File: config.mk
export PLATFORM = sky130hd
export DESIGN_NAME = input_channel_smoother_debouncer
export DESIGN_NICKNAME = d
export VERILOG_FILES = /design/src/rtl/core/icsd_pkg.sv /design/src/rtl/core/icsd_front.sv /design/src/rtl/core/icsd_div.sv /design/src/rtl/core/icsd_back.sv /design/src/rtl/core/input_channel_smoother_debouncer.sv
export SDC_FILE = /design/constraint.sdc
export NUM_CORES = 1
export LEC_CHECK = 0
export BUFFER_PORTS_ARGS = -buffer_cell sky130_fd_sc_hd__buf_2
export CAP_MARGIN = 10
export CORE_ASPECT_RATIO = 1.2
export CORE_MARGIN = 2
export CORE_UTILIZATION = 55
export DETAILED_ROUTE_END_ITERATION = 8
export GPL_TIMING_DRIVEN = 0
export PLACE_DENSITY = 0.73
export SYNTH_ARGS = -nofsm -noshare
export SYNTH_HDL_FRONTEND = slang
export SYNTH_SLANG_ARGS = --single-unit
File: constraint.sdc
create_clock -name clk_i -period 9.69 [get_ports clk_i]
set_input_delay 1.938 -clock clk_i [delete_from_list [all_inputs] [get_ports clk_i]]
set_output_delay 1.938 -clock clk_i [all_outputs]
set_load 0.005 [all_outputs]
File: src/rtl/core/icsd_pkg.sv
// Shared types and constants of the input channel smoother and debouncer.
// Used by every module under rtl/core; depends on nothing.
package icsd_pkg;

  localparam int NumChannels = 8;
  localparam int NumSwitches = 8;
  localparam int SampleBits  = 12;

  localparam int ChanW    = 3;
  localparam int SmpW     = 12;
  localparam int PinW     = 8;
  localparam int CfgW     = 8;
  localparam int CfgIdxW  = 2;
  localparam int ChanIdxW = (NumChannels > 1) ? $clog2(NumChannels) : 1;
  localparam int PinExtW  = (NumSwitches > PinW) ? NumSwitches : PinW;

  localparam int ProdW = SmpW + CfgW;
  localparam int NumW  = ProdW + 1;
  localparam int DenW  = CfgW + 1;
  localparam int DivCntW = $clog2(NumW + 1);

  localparam int CmdDepth = 2;
  localparam int CmdPtrW  = 1;
  localparam int CmdCntW  = $clog2(CmdDepth + 1);

  typedef enum logic [CfgIdxW-1:0] {
    CfgWeightNew = 2'd0,
    CfgWeightOld = 2'd1,
    CfgDebounce  = 2'd2
  } cfg_idx_e;

  typedef enum logic {
    KindAnalog = 1'b0,
    KindTick   = 1'b1
  } kind_e;

  typedef struct packed {
    kind_e            kind;
    logic             chan_ok;
    logic [ChanW-1:0] channel;
    logic [SmpW-1:0]  sample;
    logic [PinW-1:0]  pins;
  } cmd_t;

  typedef struct packed {
    logic [ChanW-1:0] channel;
    logic [SmpW-1:0]  value;
    logic [PinW-1:0]  flags;
  } result_t;

  typedef struct packed {
    logic            start;
    logic [NumW-1:0] num;
    logic [DenW-1:0] den;
  } div_req_t;

endpackage

File: src/rtl/core/icsd_front.sv
// Front end: classifies incoming transactions and queues them as commands.
// Depends on icsd_pkg.
module icsd_front (
  input  logic                      clk_i,
  input  logic                      rst_ni,
  input  logic                      push,
  output logic                      full,
  input  logic                      kind_i,
  input  logic [icsd_pkg::ChanW-1:0] channel_i,
  input  logic [icsd_pkg::SmpW-1:0]  sample_i,
  input  logic [icsd_pkg::PinW-1:0]  switch_pins_i,
  output logic                      cmd_valid_o,
  output icsd_pkg::cmd_t            cmd_o,
  input  logic                      cmd_pop_i
);

  icsd_pkg::cmd_t                     mem_q [icsd_pkg::CmdDepth];
  logic [icsd_pkg::CmdPtrW-1:0]       wr_ptr_q, rd_ptr_q;
  logic [icsd_pkg::CmdCntW-1:0]       cnt_q;
  icsd_pkg::cmd_t                     cmd_new;
  logic                               do_wr, do_rd;

  always_comb begin
    cmd_new.kind    = icsd_pkg::kind_e'(kind_i);
    cmd_new.chan_ok = int'(channel_i) < icsd_pkg::NumChannels;
    cmd_new.channel = channel_i;
    cmd_new.sample  = sample_i & icsd_pkg::SmpW'((1 << icsd_pkg::SampleBits) - 1);
    cmd_new.pins    = switch_pins_i;
  end

  assign full        = (cnt_q == icsd_pkg::CmdCntW'(icsd_pkg::CmdDepth));
  assign cmd_valid_o = (cnt_q != '0);
  assign cmd_o       = mem_q[rd_ptr_q];
  assign do_wr       = push && !full;
  assign do_rd       = cmd_pop_i && cmd_valid_o;

  always_ff @(posedge clk_i or negedge rst_ni) begin
    if (!rst_ni) begin
      wr_ptr_q <= '0;
      rd_ptr_q <= '0;
      cnt_q    <= '0;
    end else begin
      if (do_wr) begin
        wr_ptr_q <= wr_ptr_q + 1'b1;
      end
      if (do_rd) begin
        rd_ptr_q <= rd_ptr_q + 1'b1;
      end
      if (do_wr && !do_rd) begin
        cnt_q <= cnt_q + 1'b1;
      end else if (do_rd && !do_wr) begin
        cnt_q <= cnt_q - 1'b1;
      end
    end
  end

  always_ff @(posedge clk_i) begin
    if (do_wr) begin
      mem_q[wr_ptr_q] <= cmd_new;
    end
  end

endmodule

File: src/rtl/core/icsd_div.sv
// Restoring divider, one quotient bit per cycle.
// Depends on icsd_pkg.
module icsd_div (
  input  logic                        clk_i,
  input  logic                        rst_ni,
  input  icsd_pkg::div_req_t          req_i,
  output logic                        done_o,
  output logic [icsd_pkg::NumW-1:0]   quo_o
);

  logic                               busy_q;
  logic                               done_q;
  logic [icsd_pkg::DivCntW-1:0]       cnt_q;
  logic [icsd_pkg::NumW-1:0]          quo_q;
  logic [icsd_pkg::DenW-1:0]          rem_q;
  logic [icsd_pkg::DenW-1:0]          den_q;
  logic [icsd_pkg::DenW:0]            rem_sh;
  logic                               ge;

  assign rem_sh = {rem_q, quo_q[icsd_pkg::NumW-1]};
  assign ge     = rem_sh >= {1'b0, den_q};

  always_ff @(posedge clk_i or negedge rst_ni) begin
    if (!rst_ni) begin
      busy_q <= 1'b0;
      done_q <= 1'b0;
      cnt_q  <= '0;
    end else begin
      done_q <= 1'b0;
      if (req_i.start) begin
        busy_q <= 1'b1;
        cnt_q  <= '0;
      end else if (busy_q) begin
        cnt_q <= cnt_q + 1'b1;
        if (cnt_q == icsd_pkg::DivCntW'(icsd_pkg::NumW - 1)) begin
          busy_q <= 1'b0;
          done_q <= 1'b1;
        end
      end
    end
  end

  always_ff @(posedge clk_i) begin
    if (req_i.start) begin
      quo_q <= req_i.num;
      den_q <= req_i.den;
      rem_q <= '0;
    end else if (busy_q) begin
      quo_q <= {quo_q[icsd_pkg::NumW-2:0], ge};
      rem_q <= ge ? icsd_pkg::DenW'(rem_sh - {1'b0, den_q})
                  : icsd_pkg::DenW'(rem_sh);
    end
  end

  assign done_o = done_q;
  assign quo_o  = quo_q;

endmodule

File: src/rtl/core/icsd_back.sv
// Back end: holds channel values, switch flags, lockout counters and the
// settings; runs each command and posts its result. Depends on icsd_pkg, icsd_div.
module icsd_back (
  input  logic                        clk_i,
  input  logic                        rst_ni,
  input  logic                        cmd_valid_i,
  input  icsd_pkg::cmd_t              cmd_i,
  output logic                        cmd_pop_o,
  input  logic                        pop,
  output logic                        empty,
  output icsd_pkg::result_t           result_o,
  input  logic                        cfg_we_i,
  input  logic [icsd_pkg::CfgIdxW-1:0] cfg_idx_i,
  input  logic [icsd_pkg::CfgW-1:0]   cfg_data_i
);

  typedef enum logic [2:0] {
    StIdle,
    StMul,
    StSum,
    StDiv,
    StDone
  } state_e;

  state_e                             state_q;
  icsd_pkg::cmd_t                     cur_q;
  logic [icsd_pkg::SmpW-1:0]          value_q;
  logic [icsd_pkg::ProdW-1:0]         prod_new_q, prod_old_q;
  logic [icsd_pkg::SmpW-1:0]          smoothed_q [icsd_pkg::NumChannels];
  logic [icsd_pkg::NumSwitches-1:0]   flags_q, flags_d;
  logic [icsd_pkg::CfgW-1:0]          lock_q [icsd_pkg::NumSwitches];
  logic [icsd_pkg::CfgW-1:0]          lock_d [icsd_pkg::NumSwitches];
  logic [icsd_pkg::CfgW-1:0]          w_new_q, w_old_q, deb_q;
  icsd_pkg::result_t                  out_q;
  logic                               out_valid_q;
  logic                               out_free;
  logic [icsd_pkg::SmpW-1:0]          old_rd;
  logic [icsd_pkg::DenW-1:0]          den;
  logic [icsd_pkg::PinExtW-1:0]       pins_ext;
  icsd_pkg::div_req_t                 div_req;
  logic                               div_done;
  logic [icsd_pkg::NumW-1:0]          div_quo;

  assign out_free  = !out_valid_q || pop;
  assign cmd_pop_o = (state_q == StIdle) && cmd_valid_i;
  assign empty     = !out_valid_q;
  assign result_o  = out_q;
  assign old_rd    = smoothed_q[icsd_pkg::ChanIdxW'(cur_q.channel)];
  assign den       = icsd_pkg::DenW'(w_new_q) + icsd_pkg::DenW'(w_old_q);
  assign pins_ext  = icsd_pkg::PinExtW'(cur_q.pins);

  assign div_req.start = (state_q == StSum);
  assign div_req.num   = icsd_pkg::NumW'(prod_new_q) + icsd_pkg::NumW'(prod_old_q);
  assign div_req.den   = den;

  icsd_div u_div (
    .clk_i  (clk_i),
    .rst_ni (rst_ni),
    .req_i  (div_req),
    .done_o (div_done),
    .quo_o  (div_quo)
  );

  // Debounce update for a tick; each switch is independent.
  always_comb begin
    flags_d = flags_q;
    for (int i = 0; i < icsd_pkg::NumSwitches; i++) begin
      lock_d[i] = lock_q[i];
      if (lock_q[i] == '0) begin
        if (pins_ext[i] != flags_q[i]) begin
          flags_d[i] = pins_ext[i];
          lock_d[i]  = deb_q;
        end
      end else begin
        lock_d[i] = lock_q[i] - 1'b1;
      end
    end
  end

  always_ff @(posedge clk_i or negedge rst_ni) begin
    if (!rst_ni) begin
      state_q     <= StIdle;
      out_valid_q <= 1'b0;
      flags_q     <= '0;
      w_new_q     <= icsd_pkg::CfgW'(1);
      w_old_q     <= icsd_pkg::CfgW'(3);
      deb_q       <= icsd_pkg::CfgW'(5);
      for (int i = 0; i < icsd_pkg::NumChannels; i++) begin
        smoothed_q[i] <= '0;
      end
      for (int i = 0; i < icsd_pkg::NumSwitches; i++) begin
        lock_q[i] <= '0;
      end
    end else begin
      if (cfg_we_i) begin
        unique case (icsd_pkg::cfg_idx_e'(cfg_idx_i))
          icsd_pkg::CfgWeightNew: w_new_q <= cfg_data_i;
          icsd_pkg::CfgWeightOld: w_old_q <= cfg_data_i;
          icsd_pkg::CfgDebounce:  deb_q   <= cfg_data_i;
          default: ;
        endcase
      end
      if (pop && out_valid_q) begin
        out_valid_q <= 1'b0;
      end
      unique case (state_q)
        StIdle: begin
          if (cmd_valid_i) begin
            cur_q   <= cmd_i;
            value_q <= '0;
            if (cmd_i.kind == icsd_pkg::KindTick || !cmd_i.chan_ok) begin
              state_q <= StDone;
            end else begin
              state_q <= StMul;
            end
          end
        end
        StMul: begin
          prod_new_q <= icsd_pkg::ProdW'(cur_q.sample) * icsd_pkg::ProdW'(w_new_q);
          prod_old_q <= icsd_pkg::ProdW'(old_rd) * icsd_pkg::ProdW'(w_old_q);
          value_q    <= old_rd;
          state_q    <= (den == '0) ? StDone : StSum;
        end
        StSum: begin
          state_q <= StDiv;
        end
        StDiv: begin
          if (div_done) begin
            value_q <= icsd_pkg::SmpW'(div_quo);
            state_q <= StDone;
          end
        end
        StDone: begin
          if (out_free) begin
            out_valid_q <= 1'b1;
            state_q     <= StIdle;
            if (cur_q.kind == icsd_pkg::KindTick) begin
              out_q.channel <= '0;
              out_q.value   <= '0;
              out_q.flags   <= icsd_pkg::PinW'(flags_d);
              flags_q       <= flags_d;
              for (int i = 0; i < icsd_pkg::NumSwitches; i++) begin
                lock_q[i] <= lock_d[i];
              end
            end else begin
              out_q.channel <= cur_q.channel;
              out_q.value   <= value_q;
              out_q.flags   <= icsd_pkg::PinW'(flags_q);
              if (cur_q.chan_ok) begin
                smoothed_q[icsd_pkg::ChanIdxW'(cur_q.channel)] <= value_q;
              end
            end
          end
        end
        default: state_q <= StIdle;
      endcase
    end
  end

endmodule

File: src/rtl/core/input_channel_smoother_debouncer.sv
// Top level of the input channel smoother and switch debouncer.
// Depends on icsd_pkg, icsd_front, icsd_back (and icsd_div below it).
//
// Usage:
//   Input queue: drive kind_i/channel_i/sample_i/switch_pins_i with push high;
//   the transaction is taken when full is low. Kind 0 is an analog sample that
//   updates one channel's weighted average, kind 1 a poll tick with all pins.
//   Result queue: while empty is low the ports show the oldest result; pop
//   takes it. Every transaction gives exactly one result, in order.
//   Config: cfg_we_i writes cfg_data_i to register cfg_idx_i (0 weight_new,
//   1 weight_old, 2 debounce_ticks) at once; write only while idle.
// Flow:
//   A tick goes from the command queue straight to StDone and the result register. An
//   analog sample is read and multiplied, summed, then divided one bit per cycle;
//   both weights zero skips the divide.
//   A two-entry command queue lets the front keep taking transactions while
//   the back works or waits on a held result.
// Reset clears all channel values, flags and counters and restores the
// register defaults (1, 3, 5). If pop stays low the back holds its finished
// result, then the command queue fills and full rises.
module input_channel_smoother_debouncer (
  input  logic                         clk_i,
  input  logic                         rst_ni,
  input  logic                         push,
  output logic                         full,
  input  logic                         kind_i,
  input  logic [icsd_pkg::ChanW-1:0]   channel_i,
  input  logic [icsd_pkg::SmpW-1:0]    sample_i,
  input  logic [icsd_pkg::PinW-1:0]    switch_pins_i,
  output logic                         empty,
  input  logic                         pop,
  output logic [icsd_pkg::ChanW-1:0]   channel_out_o,
  output logic [icsd_pkg::SmpW-1:0]    smoothed_value_o,
  output logic [icsd_pkg::PinW-1:0]    switch_states_o,
  input  logic                         cfg_we_i,
  input  logic [icsd_pkg::CfgIdxW-1:0] cfg_idx_i,
  input  logic [icsd_pkg::CfgW-1:0]    cfg_data_i
);

  logic              cmd_valid;
  logic              cmd_pop;
  icsd_pkg::cmd_t    cmd;
  icsd_pkg::result_t result;

  icsd_front u_front (
    .clk_i         (clk_i),
    .rst_ni        (rst_ni),
    .push          (push),
    .full          (full),
    .kind_i        (kind_i),
    .channel_i     (channel_i),
    .sample_i      (sample_i),
    .switch_pins_i (switch_pins_i),
    .cmd_valid_o   (cmd_valid),
    .cmd_o         (cmd),
    .cmd_pop_i     (cmd_pop)
  );

  icsd_back u_back (
    .clk_i       (clk_i),
    .rst_ni      (rst_ni),
    .cmd_valid_i (cmd_valid),
    .cmd_i       (cmd),
    .cmd_pop_o   (cmd_pop),
    .pop         (pop),
    .empty       (empty),
    .result_o    (result),
    .cfg_we_i    (cfg_we_i),
    .cfg_idx_i   (cfg_idx_i),
    .cfg_data_i  (cfg_data_i)
  );

  assign channel_out_o    = result.channel;
  assign smoothed_value_o = result.value;
  assign switch_states_o  = result.flags;

endmodule

==> results by group <==
Worst setup path
  – WP data arrival: 7.33 ns
  – R2R setup slack: between 2 and 3 ns
  – Critical Path Sink Type: register
  – Startpoint types: register
  – Critical path type: register to register
  – Reg2reg end: u_back.prod_old_q[19]$_DFFE_PP_
  – R2r startpoint: u_back.cur_q[20]$_DFFE_PP_
  – Reg2Reg Depth: 21
  – CP required: 10.00 ns
  – CP max FO: 10

Pwr
  – Internal power: ~4.4 mW
  – Peak supply drop: 0.210 mV
  – Clk network pwr share: 0.228
  – Pwr Density: roughly 260 nW/um^2
  – Leakage: 12.2 nW
  – Pwr Total: around 7 mW
  – Sequential power share: 0.349
  – Combinational Power Share: 0.422
  – Sw frac: 0.373
  – Switching pwr: around 2.6 mW

Finish
  – Nets: 2642
  – Core Util, Final: 0.616
  – # diodes: 0
  – Share of layout cells above drive strength 1: 0.145
  – P&R area growth vs syn: 10.3%
  – Design area: 27100 um^2
  – Finished Layout Cells: 2943

Clocking
  – Clock buffer depth: 3
  – Hold buffers post-CTS: 0
  – Num CTS Buffers: 42
  – Root buf cell: clkbuf_16
  – CTS Sinks: 393
  – Post-CTS Setup Inserts: 0
  – Clock Pin Slew Worst Setup and Hold Paths: ~0.06 ns
  – Clock latency on the worst-skew pair: 0.57 ns
  – CTS tree: built
  – Quantity of gates resized following cts: 0
  – Htree depth: 2

Synth
  – Synth Register Bits: 393
  – Most frequent cell after synthesis: inv_1
  – Asr flop ratio synth: 0.527
  – Mapped cell area: around 25000 um^2
  – Yosys Warn Count: 0
  – Leading area contributor after synthesis: edfxtp_1
  – Post-Syn Instances: 2236
  – Syn nets: 2527
  – EDFF count, synth: 177
  – Synth top cells by count: inv_1 (215), dfrtp_1 (202), edfxtp_1 (177), nand2_1 (170), mux2_2 (161)
  – Yosys top cell area share: 0.217
  – Dominant synthesized flop cell: dfrtp_1
  – Syn_area_per_cell: 11.0 um^2
  – Sequential area share after synthesis: 0.436
  – Synth area leaders: edfxtp_1 (22%), dfrtp_1 (21%), fa_1 (10%)
  – Unique masters post-synth: 80

Timing
  – Final hold violations: 0
  – Final Skew: 0.0136 ns
  – Slew HR: 0.182
  – Worst-margin pin slew: 1.23 ns
  – Final setup TNS: 0 ns
  – Final period demand of the worst path: 7.02 ns
  – Fin crit share: 0.725
  – Unrepaired setup endpoints after global routing: false
  – Max frequency: 0.142 GHz
  – Setup slack after layout: 2.67 ns
  – Fin Hold WS: around 0.48 ns
  – Final setup vio count: 0
  – Slew Viols, Final: 0

Die
  – Die X: just under 200 um
  – Chip Height: approximately 240 um
  – Die ar.: 46300 um^2
  – Core area: about 44000 um^2
  – I/O pin total: 64
  – Site row count: between 80 and 90
  – Initial core utilization: 0.558

Routing
  – Pre-antenna DRT Iters: 6
  – Final Routed Wirelength: around 55000 um
  – WL per Instance: 18.8 um
  – DR iter-0 viols: 1005
  – Vias: 17.1k
  – Remaining DRCs: 0
  – Antenna-violating nets left: 0
  – Post-DR vias/cell: between 5 and 6

Global routing
  – First-pass GRT wire length: 90300 um
  – Met2 Usage GRT: 0.430
  – Met1 usage: 0.298
  – Initial antenna violation count: 1
  – Vias in the first global route: 17.8k
  – Largest net degree at the start of global routing: 123
  – GR Util All Layers: 0.246
  – GRT overflow: 0
  – GRT busiest layer: met2
  – GR Util met3: 0.0342

Placement
  – DP Wirelength: 40200 um
  – DP Cell Count: 2863
  – Placer Congestion: 0.875
  – I/O Buffers: 63
  – Pre-CTS WS: 2.74 ns
  – Placed cell area: 25600 um^2

Worst hold path
  – Worst hold path startpoint: u_back.u_div.rem_q[8]$_SDFFE_PP0P_
  – Hold WC Path Type: register to register
  – Hold Crit Depth: 2
  – Hold endpoint: u_back.u_div.rem_q[8]$_SDFFE_PP0P_

Outcome
  – Outcome: completed

Job
  – Max-cap violations: 0
flip-flops by register name (all words and copies together) (netlist names), 9 cells and up:
signal              cells
u_back.result_o        23
u_back.u_div.rem_q      9
u_back.prod_new_q      20
u_back.smoothed_q      96
u_back.cur_q           16
u_back.lock_q          64
u_back.u_div.den_q      9
u_back.prod_old_q      20
u_front.mem_q          48
u_back.value_q         12
u_back.u_div.quo_o     21
kinds of logic (layout without fill, tap and decap cells):
family	count (synthesis)	count (layout)	share of synthesized area
adders and majority gates	252	252	0.166
and+or+nand+nor	646	646	0.132
muxes	210	210	0.101
AOI/OAI and AO/OA	371	371	0.0948
DFF	393	393	0.436
buffers and inverters	298	446	0.0467
xor gates and xnor gates	66	66	0.0236
worst max-delay path: stages (launching register included):
cell      delay (ns)
edfxtp_1        0.49
clkbuf_1        0.27
inv_1           0.17
clkbuf_1        0.60
a311oi_1        0.19
o22ai_1         0.87
nand2_1         0.20
fa_1            0.57
inv_1           0.05
fa_1            0.46
fa_1            0.54
inv_1           0.05
fa_1            0.57
inv_1           0.06
ha_1            0.33
or2_2           0.32
a21o_1          0.19
o211ai_1        0.11
nand3_1         0.17
a311o_1         0.30
a21oi_1         0.17
xnor2_1         0.09
power by group through the flow:
stage / Clock (mW) / Combinational [mW] / Sequential (mW)
final: 1.59 / 2.94 / 2.43
after CTS: 1.61 / 2.94 / 2.43
after floorplan: 0 / 2.26 / 2.37
after global routing: 1.68 / 3.33 / 2.46
after detailed placement: 0 / 2.91 / 2.46
after global placement: 0 / 2.81 / 2.45
area by class of cell:
cell class,instances,area (um^2)
Fill cell,3460,16900
Multi-Input combinational cell,1545,12700
Sequential cell,393,10700
Clock buffer,61,1210
Inverter,217,815
Tap cell,559,699
Timing Repair Buffer,71,462
Buffer,81,332
Clock inverter,16,143
routing by layer:
layer | vias up | routed length [um] | share of wire
li1 | 7984 | - | -
met1 | 8537 | 22400 | 0.40
met2 | 410 | 28100 | 0.51
met3 | 154 | 2250 | 0.041
met4 | 2 | 2770 | 0.050
met5 | - | 14 | 0.00025
cells in the final DEF (no fill, tap or decap), types with 11 or more instances in the layout:
cell / count
xor2_1: 25
dfrtp_1: 202
ha_1: 129
mux2i_1: 27
fa_1: 123
o31ai_1: 17
a211oi_1: 14
edfxtp_1: 177
xnor2_1: 41
o21a_1: 13
a31oi_1: 11
o21ai_1: 17
a21oi_1: 110
clkbuf_1: 75
o211ai_1: 13
nand3_1: 26
nand2b_1: 35
o21ai_0: 85
or3_1: 17
mux4_2: 12
nor2b_1: 51
nor3_1: 45
buf_2: 73
nand2_1: 170
clkbuf_16: 45
a21o_1: 15
and2_1: 97
mux2_2: 161
nor2_1: 140
inv_1: 215
worst max path at each step:
stage | cells past startpoint | slack, ns | from | end
final | 21 | 2.67 | u_back.cur_q[20]$_DFFE_PP_ | u_back.prod_old_q[19]$_DFFE_PP_
after floorplan | 19 | 3.96 | u_back.cur_q[21]$_DFFE_PP_ | u_back.prod_old_q[19]$_DFFE_PP_
after detailed placement | 21 | 2.74 | u_back.cur_q[20]$_DFFE_PP_ | u_back.prod_old_q[19]$_DFFE_PP_
after global placement | 3 | -0.71 | rst_ni | u_back.prod_new_q[16]$_DFFE_PP_
after CTS | 21 | 2.67 | u_back.cur_q[20]$_DFFE_PP_ | u_back.prod_old_q[19]$_DFFE_PP_
after global routing | 21 | 2.45 | u_back.cur_q[20]$_DFFE_PP_ | u_back.prod_old_q[19]$_DFFE_PP_
(Power assumes the default switching activity.)
